===== src/hw/rtl/pfa_pkg.sv =====
// Shared types and constants of the page-frame allocator.
package pfa_pkg;

  localparam int DEF_POOL_PAGES = 128;
  localparam int COUNT_W        = 8;
  localparam int PAGE_OUT_W     = 7;
  localparam int ADDR_W         = 32;
  localparam int CFG_ADDR_W     = 3;
  localparam int PAGE_SHIFT     = 12;

  localparam logic [ADDR_W-1:0] PAGE_ALIGN_MASK = 32'hFFFF_F000;
  localparam logic [ADDR_W-1:0] POOL_OFFSET     = 32'h0000_1000;

  // Register index taken from paddr[2].
  localparam logic [0:0] REG_KERNEL_END = 1'b0;

  typedef enum logic [1:0] {
    OP_ALLOC  = 2'd0,
    OP_FREE   = 2'd1,
    OP_REINIT = 2'd2,
    OP_NOP    = 2'd3
  } opcode_t;

  typedef struct packed {
    opcode_t                 opcode;
    logic [COUNT_W-1:0]      page_count;
    logic [PAGE_OUT_W-1:0]   chain_head;
    logic                    chain_absent;
  } cmd_t;

  typedef struct packed {
    logic                  granted;
    logic [PAGE_OUT_W-1:0] first_page;
    logic [ADDR_W-1:0]     first_address;
  } result_t;

endpackage


===== src/hw/rtl/pfa_ram.sv =====
// Generic single-write, single-read RAM with registered read data.
module pfa_ram #(
  parameter int WIDTH = 8,
  parameter int DEPTH = 128
) (
  input  logic                     clk,
  input  logic                     we,
  input  logic [$clog2(DEPTH)-1:0] waddr,
  input  logic [WIDTH-1:0]         wdata,
  input  logic [$clog2(DEPTH)-1:0] raddr,
  output logic [WIDTH-1:0]         rdata
);

  logic [WIDTH-1:0] mem [DEPTH];

  always_ff @(posedge clk) begin
    if (we) begin
      mem[waddr] <= wdata;
    end
    rdata <= mem[raddr];
  end

endmodule


===== src/hw/rtl/pfa_ctrl.sv =====
// Sequencer that walks the link memory for allocate, free and pool rebuild.
module pfa_ctrl import pfa_pkg::*; #(
  parameter int POOL_PAGES = DEF_POOL_PAGES
) (
  input  logic              clk,
  input  logic              rst_n,
  input  logic              start,
  input  cmd_t              cmd,
  input  logic [ADDR_W-1:0] base,
  output logic              busy,
  output logic              res_valid,
  output result_t           res
);

  localparam int IW = $clog2(POOL_PAGES);
  localparam int LW = $clog2(POOL_PAGES + 1);
  localparam logic [LW-1:0] NULL_LINK = LW'(POOL_PAGES);

  typedef enum logic [1:0] {ST_INIT, ST_IDLE, ST_ALLOC, ST_FREE} state_t;

  state_t             state_r, state_nxt;
  logic [IW-1:0]      sweep_r, sweep_nxt;
  logic               reinit_r, reinit_nxt;
  logic [IW-1:0]      head_r, head_nxt;
  logic [IW-1:0]      cur_r, cur_nxt;
  logic [COUNT_W-1:0] got_r, got_nxt;
  logic [COUNT_W-1:0] count_r, count_nxt;
  logic [LW-1:0]      steps_r, steps_nxt;
  logic [LW-1:0]      free_head_r, free_head_nxt;
  logic               res_valid_r, res_valid_nxt;
  result_t            res_r, res_nxt;

  logic          ram_we;
  logic [IW-1:0] ram_waddr;
  logic [LW-1:0] ram_wdata;
  logic [IW-1:0] ram_raddr;
  logic [LW-1:0] ram_rdata;

  logic              link_null;
  logic              head_null;
  logic              chain_out;
  logic [ADDR_W-1:0] grant_addr;

  pfa_ram #(
    .WIDTH (LW),
    .DEPTH (POOL_PAGES)
  ) u_link_ram (
    .clk   (clk),
    .we    (ram_we),
    .waddr (ram_waddr),
    .wdata (ram_wdata),
    .raddr (ram_raddr),
    .rdata (ram_rdata)
  );

  assign link_null  = ram_rdata >= NULL_LINK;
  assign head_null  = free_head_r >= NULL_LINK;
  assign chain_out  = 32'(cmd.chain_head) >= 32'(POOL_PAGES);
  assign grant_addr = base + (ADDR_W'(head_r) << PAGE_SHIFT);

  always_comb begin
    state_nxt     = state_r;
    sweep_nxt     = sweep_r;
    reinit_nxt    = reinit_r;
    head_nxt      = head_r;
    cur_nxt       = cur_r;
    got_nxt       = got_r;
    count_nxt     = count_r;
    steps_nxt     = steps_r;
    free_head_nxt = free_head_r;
    res_valid_nxt = 1'b0;
    res_nxt       = '0;
    ram_we        = 1'b0;
    ram_waddr     = cur_r;
    ram_wdata     = NULL_LINK;
    ram_raddr     = IW'(free_head_r);

    unique case (state_r)
      ST_INIT: begin
        // Chain page i to i+1; the last page links to null.
        ram_we    = 1'b1;
        ram_waddr = sweep_r;
        ram_wdata = LW'(sweep_r) + LW'(1);
        sweep_nxt = sweep_r + IW'(1);
        if (sweep_r == IW'(POOL_PAGES - 1)) begin
          state_nxt     = ST_IDLE;
          free_head_nxt = '0;
          res_valid_nxt = reinit_r;
          reinit_nxt    = 1'b0;
        end
      end
      ST_IDLE: begin
        if (cmd.opcode == OP_FREE) begin
          ram_raddr = IW'(cmd.chain_head);
        end
        if (start) begin
          unique case (cmd.opcode)
            OP_ALLOC: begin
              if (cmd.page_count == '0 || head_null) begin
                res_valid_nxt = 1'b1;
              end else begin
                head_nxt  = IW'(free_head_r);
                cur_nxt   = IW'(free_head_r);
                got_nxt   = COUNT_W'(1);
                count_nxt = cmd.page_count;
                state_nxt = ST_ALLOC;
              end
            end
            OP_FREE: begin
              if (cmd.chain_absent || chain_out) begin
                res_valid_nxt = 1'b1;
              end else begin
                head_nxt  = IW'(cmd.chain_head);
                cur_nxt   = IW'(cmd.chain_head);
                steps_nxt = '0;
                state_nxt = ST_FREE;
              end
            end
            OP_REINIT: begin
              sweep_nxt  = '0;
              reinit_nxt = 1'b1;
              state_nxt  = ST_INIT;
            end
            OP_NOP: begin
              res_valid_nxt = 1'b1;
            end
          endcase
        end
      end
      ST_ALLOC: begin
        ram_raddr = IW'(ram_rdata);
        if (got_r < count_r && !link_null) begin
          cur_nxt = IW'(ram_rdata);
          got_nxt = got_r + COUNT_W'(1);
        end else begin
          // Cut the chain after the current page; the rest stays free.
          free_head_nxt         = ram_rdata;
          ram_we                = 1'b1;
          ram_waddr             = cur_r;
          ram_wdata             = NULL_LINK;
          res_valid_nxt         = 1'b1;
          res_nxt.granted       = 1'b1;
          res_nxt.first_page    = PAGE_OUT_W'(head_r);
          res_nxt.first_address = grant_addr;
          state_nxt             = ST_IDLE;
        end
      end
      ST_FREE: begin
        ram_raddr = IW'(ram_rdata);
        if (!link_null) begin
          // Drop the request when no tail shows up within the pool size.
          if (steps_r == LW'(POOL_PAGES)) begin
            res_valid_nxt = 1'b1;
            state_nxt     = ST_IDLE;
          end else begin
            cur_nxt   = IW'(ram_rdata);
            steps_nxt = steps_r + LW'(1);
          end
        end else begin
          ram_we        = 1'b1;
          ram_waddr     = cur_r;
          ram_wdata     = free_head_r;
          free_head_nxt = LW'(head_r);
          res_valid_nxt = 1'b1;
          state_nxt     = ST_IDLE;
        end
      end
    endcase
  end

  always_ff @(posedge clk) begin
    if (!rst_n) begin
      state_r     <= ST_INIT;
      sweep_r     <= '0;
      reinit_r    <= 1'b0;
      free_head_r <= '0;
      res_valid_r <= 1'b0;
      res_r       <= '0;
    end else begin
      state_r     <= state_nxt;
      sweep_r     <= sweep_nxt;
      reinit_r    <= reinit_nxt;
      free_head_r <= free_head_nxt;
      res_valid_r <= res_valid_nxt;
      res_r       <= res_nxt;
    end
    head_r  <= head_nxt;
    cur_r   <= cur_nxt;
    got_r   <= got_nxt;
    count_r <= count_nxt;
    steps_r <= steps_nxt;
  end

  assign busy      = state_r != ST_IDLE;
  assign res_valid = res_valid_r;
  assign res       = res_r;

endmodule


===== src/hw/rtl/page_frame_free_list_allocator_unit.sv =====
// Top level of the page-frame allocator: register port and sequencer.
//
// A command word is taken at a rising edge with start high and busy low:
// in_opcode selects allocate, free chain, rebuild pool, or no operation.
// Every command gives exactly one result word, shown for one cycle with
// out_valid high; the receiver cannot stall it. out_granted, out_first_page
// and out_first_address are zero for anything but a granted allocate.
// Links are kept in a one-read, one-write memory and are followed one per
// cycle, so that memory's read port sets the pace: an allocate walks the
// pages it grants, a free walks the chain to its tail (and drops a chain
// with no tail within the pool size), and a rebuild writes every link.
// The result strobes in the cycle busy drops. Commands that need no walk
// (no chain, empty list, zero count, no operation) answer in the cycle
// after start while busy stays low. After reset the block rebuilds the
// pool with busy high; register writes are taken meanwhile.
// kernel_end sits at byte address 0 of the APB port and resets to 0.
module page_frame_free_list_allocator_unit import pfa_pkg::*; #(
  parameter int POOL_PAGES = DEF_POOL_PAGES
) (
  input  logic                  clk,
  input  logic                  rst_n,
  input  logic                  start,
  output logic                  busy,
  input  logic [1:0]            in_opcode,
  input  logic [COUNT_W-1:0]    in_page_count,
  input  logic [PAGE_OUT_W-1:0] in_chain_head,
  input  logic                  in_chain_absent,
  output logic                  out_valid,
  output logic                  out_granted,
  output logic [PAGE_OUT_W-1:0] out_first_page,
  output logic [ADDR_W-1:0]     out_first_address,
  input  logic                  psel,
  input  logic                  penable,
  input  logic                  pwrite,
  input  logic [CFG_ADDR_W-1:0] paddr,
  input  logic [31:0]           pwdata,
  output logic [31:0]           prdata,
  output logic                  pready
);

  logic [ADDR_W-1:0] kernel_end_r, kernel_end_nxt;
  logic [ADDR_W-1:0] base_r, base_nxt;
  logic              reg_hit;
  logic              cfg_wr;
  cmd_t              cmd;
  result_t           res;

  assign reg_hit = paddr[CFG_ADDR_W-1:2] == REG_KERNEL_END;
  assign cfg_wr  = psel && penable && pwrite && pready;
  assign pready  = 1'b1;
  assign prdata  = reg_hit ? kernel_end_r : '0;

  // Precompute the pool base so a grant needs only one add.
  always_comb begin
    kernel_end_nxt = kernel_end_r;
    base_nxt       = base_r;
    if (cfg_wr && reg_hit) begin
      kernel_end_nxt = pwdata;
      base_nxt       = (pwdata & PAGE_ALIGN_MASK) + POOL_OFFSET;
    end
  end

  always_ff @(posedge clk) begin
    if (!rst_n) begin
      kernel_end_r <= '0;
      base_r       <= POOL_OFFSET;
    end else begin
      kernel_end_r <= kernel_end_nxt;
      base_r       <= base_nxt;
    end
  end

  assign cmd.opcode       = opcode_t'(in_opcode);
  assign cmd.page_count   = in_page_count;
  assign cmd.chain_head   = in_chain_head;
  assign cmd.chain_absent = in_chain_absent;

  pfa_ctrl #(
    .POOL_PAGES (POOL_PAGES)
  ) u_ctrl (
    .clk       (clk),
    .rst_n     (rst_n),
    .start     (start),
    .cmd       (cmd),
    .base      (base_r),
    .busy      (busy),
    .res_valid (out_valid),
    .res       (res)
  );

  assign out_granted       = res.granted;
  assign out_first_page    = res.first_page;
  assign out_first_address = res.first_address;

endmodule


===== config.mk =====
export PLATFORM = sky130hd
export DESIGN_NAME = page_frame_free_list_allocator_unit
export DESIGN_NICKNAME = d
export VERILOG_FILES = /design/src/hw/rtl/pfa_pkg.sv /design/src/hw/rtl/pfa_ram.sv /design/src/hw/rtl/pfa_ctrl.sv /design/src/hw/rtl/page_frame_free_list_allocator_unit.sv
export SDC_FILE = /design/constraint.sdc
export NUM_CORES = 2
export LEC_CHECK = 0
export BUFFER_PORTS_ARGS = -buffer_cell sky130_fd_sc_hd__buf_4
export CORE_MARGIN = 2
export CORE_UTILIZATION = 62
export CTS_CLUSTER_DIAMETER = 120
export CTS_CLUSTER_SIZE = 30
export DETAILED_ROUTE_END_ITERATION = 8
export HOLD_SLACK_MARGIN = 0.03
export PLACE_DENSITY = 0.79
export RECOVER_POWER = 50
export REMOVE_ABC_BUFFERS = 1
export SYNTH_ARGS = -nofsm -noshare
export SYNTH_HDL_FRONTEND = slang
export SYNTH_SLANG_ARGS = --single-unit

===== constraint.sdc =====
create_clock -name clk -period 10.6 [get_ports clk]
set_input_delay 2.12 -clock clk [delete_from_list [all_inputs] [get_ports clk]]
set_output_delay 2.12 -clock clk [all_outputs]
set_load 0.01 [all_outputs]

* Word level (Yosys, flattened, before mapping)
Memory sizes are Yosys's and may differ from the RTL's. A register that Yosys moved wholly into a read port is not among the register bits.
Cells that the tools add are included.
** Cells by class
- Bitwise operators :: 4
- Div/mod/pow operators :: 0
- Shifts and indexed selects :: 0
- Reduce and logical (&&, ||, !) cells :: 27
- Muxes and demuxes :: 59
- Order comparisons :: 3
- Equality and inequality tests :: 28
- Multiply operators :: 0
- Add/subtract/negate cells :: 6
** Operators with widths (number)
- 8-bit two-way mux :: 13
- 7-bit two-way mux :: 10
- 8-bit one-hot mux with 2 select lines :: 3
- 7-bit one-hot mux with 2 select lines :: 3
- 40-bit two-way mux :: 1
- 32-bit by 13-bit adder with 32-bit output, second input constant :: 1
- 32-bit by 19-bit adder with 32-bit output :: 1
- 32-bit two-way mux :: 1
- 8-bit one-hot mux with 3 select lines :: 1
- 7-bit one-hot mux with 3 select lines :: 1
- 2-bit inequality test, second input constant :: 10
- 8-bit by 1-bit adder with 8-bit output, second input constant :: 2
- 8-bit >= comparator, second input constant :: 2
- 2-bit two-way mux :: 7
- 1-bit two-way mux :: 13
- 4-bit AND reduction :: 3
- 2-bit by 1-bit inequality test with 1-bit output, second input constant :: 5
- 5-bit AND reduction :: 2
- 7-bit by 1-bit adder with 8-bit output, second input constant :: 1
- 2-bit equality test, second input constant :: 4
- 8-bit equality test, second input constant :: 1
- 8-bit zero test :: 1
- 8-bit < comparator :: 1
- 2-bit one-hot mux with 4 select lines :: 1
- other kinds (25) :: 39
** Storage, ports and cells
- Bits in read-only memories :: 0
- Bits in writable memories :: 1024
- Bits in latches :: 0
- Memories :: 1
- Bits of input ports :: 59
- Register bits :: 161
** Memory list
- u_ctrl.u_link_ram.mem :: depth 128, width 8, read ports 1, clocked after memory_dff 1, write ports 1, line pfa_ram.sv:14 : logic [WIDTH-1:0] mem [DEPTH];

* Depth between registers and ports, before layout
- Depth in word-level cells :: 7
- Depth in mapped cells :: 16
- Depth with buffers taken out :: 12

* Cells and area by module
Synthesis repeated with hierarchy kept, for this count alone.
** Second synthesis, totals
- Cell total of the unflattened synthesis :: 2431
- Area, all modules :: 47150.2 um^2
** Modules (own cells, without submodules)
- pfa_ram :: cells an instance 1635, times used 1, seq. area each 30909.6 um^2, area each 39665.5 um^2
- pfa_ctrl :: cells an instance 500, times used 1, seq. area each 2322.2 um^2, area each 5059.9 um^2
- page_frame_free_list_allocator_unit :: cells an instance 296, times used 1, seq. area each 1041.0 um^2, area each 2424.8 um^2

* Least setup slack after synthesis
Ideal clock, no wire load.
- Path kind :: reg2reg
- Start point :: reg u_ctrl.state_r[1]
- End point :: mem u_ctrl.u_link_ram.mem[0][7], data pin
- Stages on the path, launching flop included :: 9
- Period minus slack after synthesis :: 8.106 ns
- Setup slack :: 2.494 ns
- Arrival :: 6.879 ns
- Required time :: 9.374 ns
- Cells stage by stage :: dfxtp_1 > inv_1 > ha_1 > buf_2 > buf_2 > clkbuf_1 > clkbuf_1 > nand3_1 > o31ai_1
** On the way
- Longest elaborated chain between the ends :: 2
** RTL lines
- start, declared :: line pfa_ctrl.sv:21 : state_t state_r, state_nxt;
- start signal, assigned :: line pfa_ctrl.sv:180 : state_r <= state_nxt;
- 2-bit equality test / 2-bit zero test (equally long branches) :: line pfa_ctrl.sv:78 : unique case (state_r)
- 8-bit one-hot mux with 2 select lines (*) :: line pfa_ctrl.sv:78
- net u_ctrl.ram_wdata[7] :: line pfa_ctrl.sv:35 : logic [LW-1:0] ram_wdata;
- end, declared :: line pfa_ram.sv:14
The timed path passes the listed nets; every way through them passes the cells marked *.

* Worst setup path after layout
- Start point :: reg u_ctrl.state_r[1]
- End point :: mem u_ctrl.u_link_ram.mem[53][3], data pin
Same word-level chain as after synthesis.

==> results <==
- The Yosys step of the flow raised 0 warnings.
- The average instance in the mapped netlist occupies 12.6 um2.
- The sink count of the clock tree is 1169.
- The floorplan has 101 rows.
- The cell count after synthesis is 3770.
- In this run, the number of DRC markers left after iteration 0 of detailed routing was 4351.
- The deepest clock path buffer count is 3.
- For this run, asynchronously set or reset flops after synthesis account for 0%.
- Synthesis instantiated 66 different standard cells from the library.
- The top-level port count is 134.
- The maximum clock rate is 0.124 GHz.
- The number of nets in the layout is 3896.
- The starting utilization of the core area is 62.7%.
- The routed length per placed instance is 23.7 um.
- The floorplan step set the die height to 281 um.
- In the layout the commonest cells are edfxtp_1 (1062), nand2_1 (939), nand3_1 (351).
- TritonCTS built the clock tree.
- The worst setup path is captured at a flip-flop.
- The final-report max-slew violation count is 995.
- Setup repair after global routing left no endpoint under its margin.
- The number of synthesized flops with an enable pin is 1062.
- The via count of the first global-routing pass was 29100.
- The number of antenna violations at the first check in global routing is 2.
- The commonest non-fill, non-tap cell in the layout is edfxtp_1.
- Summing the sequential cell areas from Yosys gives 71.4% of the chip area.
- The final weighted congestion in routability-driven placement is 0.881.
- The run finished, with violations left.
- The chip width is 281 um.
- The count of filler cells inserted in the layout is 5205.
- The beginning of the critical path is u_ctrl.state_r[1].
- The final reports fail on max-capacitance violations, max-slew violations.
- The HPWL after detailed placement is 72.3 mm.
- The CTS buffer count is 44.
- After clock tree synthesis, the clock-pin slew on the worst setup and hold paths is 0.12 ns.
- The clock tree root driver cell is clkbuf_16.
- The tightest min-delay check is of the flip-flop to flip-flop type.
- The number of H-tree levels is 2.
- Summing over every cut layer, the via total after detailed routing is 30900.
- At the worst endpoint, the arrival time is 7.96 ns.
- The area of the core is 0.0759 mm2.
- In the synthesized netlist the dominant register cell turns out to be edfxtp_1.
- In the routed design, unresolved DRC markers number 0.
- The count of cells resized by post-cts repair is 0.
- Global routing consumed, over all layers together, 29.2% of the routing resources.
- The category of the worst setup path launch point is a flip-flop.
- The share of the clock period used by the worst path after layout is 75.8%.
- The startpoint of the lowest-slack hold path is kernel_end_r[11].
- The area overhead of the layout relative to synthesis is 6.39%.
- Summing every instance area after synthesis gives 0.0476 mm2.
- The total power per unit cell area is 192 mW/mm2.
- After global routing the overflow that remains totals 0.
- The final count of hold timing violations is 0.
- The leakage component of the power is 0.0174 uW.
- In this run the critical register-to-register path is launched from u_ctrl.state_r[1].
- The normalized max-slew margin is -251%.
- In the final layout, the share of cells above drive strength 1 is 5.80%.
- IR analysis of the VDD net gives a maximum drop of 179 uV.
- The number of hold buffers added after CTS was 0.
- At the pin with the least slew margin, the transition time is 5.26 ns.
- The share of the core filled with cells in the final layout is 66.7%.
- Clock skew on the completed layout was measured at 0.0456 ns.
- The setup violation total in the final timing report is 0.
- The number of max-cap violations is 16.
- The later pin in the worst-skew pair is clocked with a latency of 0.64 ns.
- The iteration count of the initial detailed-routing pass is 6.
- The total of flip-flops plus latches after synthesis is 1169.
- For the final routed database, the setup TNS stands at 0 ns.
- The floorplan step defined a die boundary enclosing 0.0791 mm2.
- The pin count of the biggest net entering global routing is 161.
- By startpoint and endpoint, the worst setup path is classified as flip-flop to flip-flop.
- The mean number of vias per cell is 6.36.
- The total length of routed wires is 115 mm.
- The smallest clock period supported by the final layout is computed as 8.04 ns.
- The count of buffers added by post-CTS timing repair for setup is 0.
- Along the worst path, the maximum fanout reaches 72.
- The first global-routing pass estimated 173 mm of wire.
- The remaining antenna violation count is 0.
- The count of buffers inserted at the top-level ports is 118.
- The required time of the worst setup path is 10.53 ns.
## where the power goes
group / internal [uW] / switching [uW] / total [uW] / leakage (uW)
Combinational: 462 / 1630 / 2090 / 0.00670
Sequential: 5490 / 83.2 / 5570 / 0.0102
Clock: 794 / 1280 / 2070 / 0.000576
Total: 6750 / 2990 / 9730 / 0.0174
## cell usage after synthesis, types with 12 or more instances
cell / instances / area share (%)
a2111oi_0: 12 / 0.22
a21boi_0: 37 / 0.58
a21oi_1: 115 / 1.2
a22oi_1: 30 / 0.47
a31oi_1: 27 / 0.35
a32oi_1: 58 / 1.1
and2_1: 14 / 0.18
and3_1: 28 / 0.37
buf_1: 23 / 0.18
buf_2: 68 / 0.71
buf_4: 19 / 0.30
clkbuf_1: 116 / 0.91
dfxtp_1: 107 / 4.5
edfxtp_1: 1062 / 67
ha_1: 28 / 0.74
inv_1: 25 / 0.20
mux2i_1: 101 / 2.1
nand2_1: 939 / 7.4
nand2b_1: 18 / 0.24
nand3_1: 351 / 3.7
nand4_1: 39 / 0.51
nor2_1: 150 / 1.2
nor2b_1: 47 / 0.62
nor3_1: 63 / 0.66
nor4_1: 28 / 0.37
o211a_1: 18 / 0.38
o21ai_0: 80 / 0.84
xnor2_1: 21 / 0.39
xor2_1: 28 / 0.51
## metrics by stage
stage / power (uW) / instance area [um2] / hold WS, ns / cells / setup slack (ns)
global route: 10000 / 50700 / 0.492 / 4855 / 2.13
floorplan: 7320 / 46700 / 0.439 / 3555 / -6.28
global placement: 7620 / 49800 / 0.448 / 4792 / 3.77
finish: 9730 / 50700 / 0.467 / 4858 / 2.56
detailed placement: 7680 / 49800 / 0.454 / 4792 / 3.81
CTS: 9670 / 51000 / 0.470 / 4855 / 4.44
## flip-flops by register name, summed over array words and instances (netlist names)
signal                   flops
base_r                      20
kernel_end_r                32
u_ctrl.count_r               8
u_ctrl.cur_r                 7
u_ctrl.free_head_r           8
u_ctrl.got_r                 8
u_ctrl.head_r                7
u_ctrl.reinit_r              1
u_ctrl.res                  28
u_ctrl.res_valid             1
u_ctrl.state_r               2
u_ctrl.steps_r               8
u_ctrl.sweep_r               7
u_ctrl.u_link_ram.mem     1024
u_ctrl.u_link_ram.rdata      8
## worst max-delay path: stages (launching register included)
cell      delay [ns]
dfxtp_1         0.38
inv_1           0.16
ha_1            0.59
clkbuf_1        1.26
a22oi_1         0.31
nor2_4          0.15
clkbuf_1        1.94
clkbuf_1        2.48
## per-layer routing
layer	wire, um	global-route usage (%)	vias to the layer above
met1	44200	40.9	15000
met5	0	0	-
li1	-	-	13800
met2	54600	46.7	1841
met3	12300	5.02	235
met4	4150	10.2	0
## path summary, 6_finish.rpt
| check | endpoint | slack, ns | depth (start not counted) |
|---|---|---|---|
| min reg2reg | kernel_end_r[11] | 0.47 | 2 |
| min | kernel_end_r[11] | 0.47 | 2 |
| max | u_ctrl.u_link_ram.mem[53][3] | 2.56 | 7 |
| max reg2reg | u_ctrl.u_link_ram.mem[53][3] | 2.56 | 7 |
## cell type report
class                   instances  area, um2  share of cell area (%)
inverters                      26       97.6                   0.193
flip-flops and latches       1169      34000                    67.2
clock buffers                  63       1190                    2.36
multi-input cells            2360      12700                    25.1
well taps                    1030       1290                    2.54
repair buffers                207       1340                    2.64
diodes                          3       7.51                  0.0148
## logic make-up after synthesis
logic type	synth area share, %
xor+xnor	0.901
buf+inv	2.31
flops	71.4
other cells	0.0158
mux	2.26
fa+ha+maj	0.778
compound gates	6.61
simple gates	15.7
No activity file was read; power rests on OpenSTA's default activity.
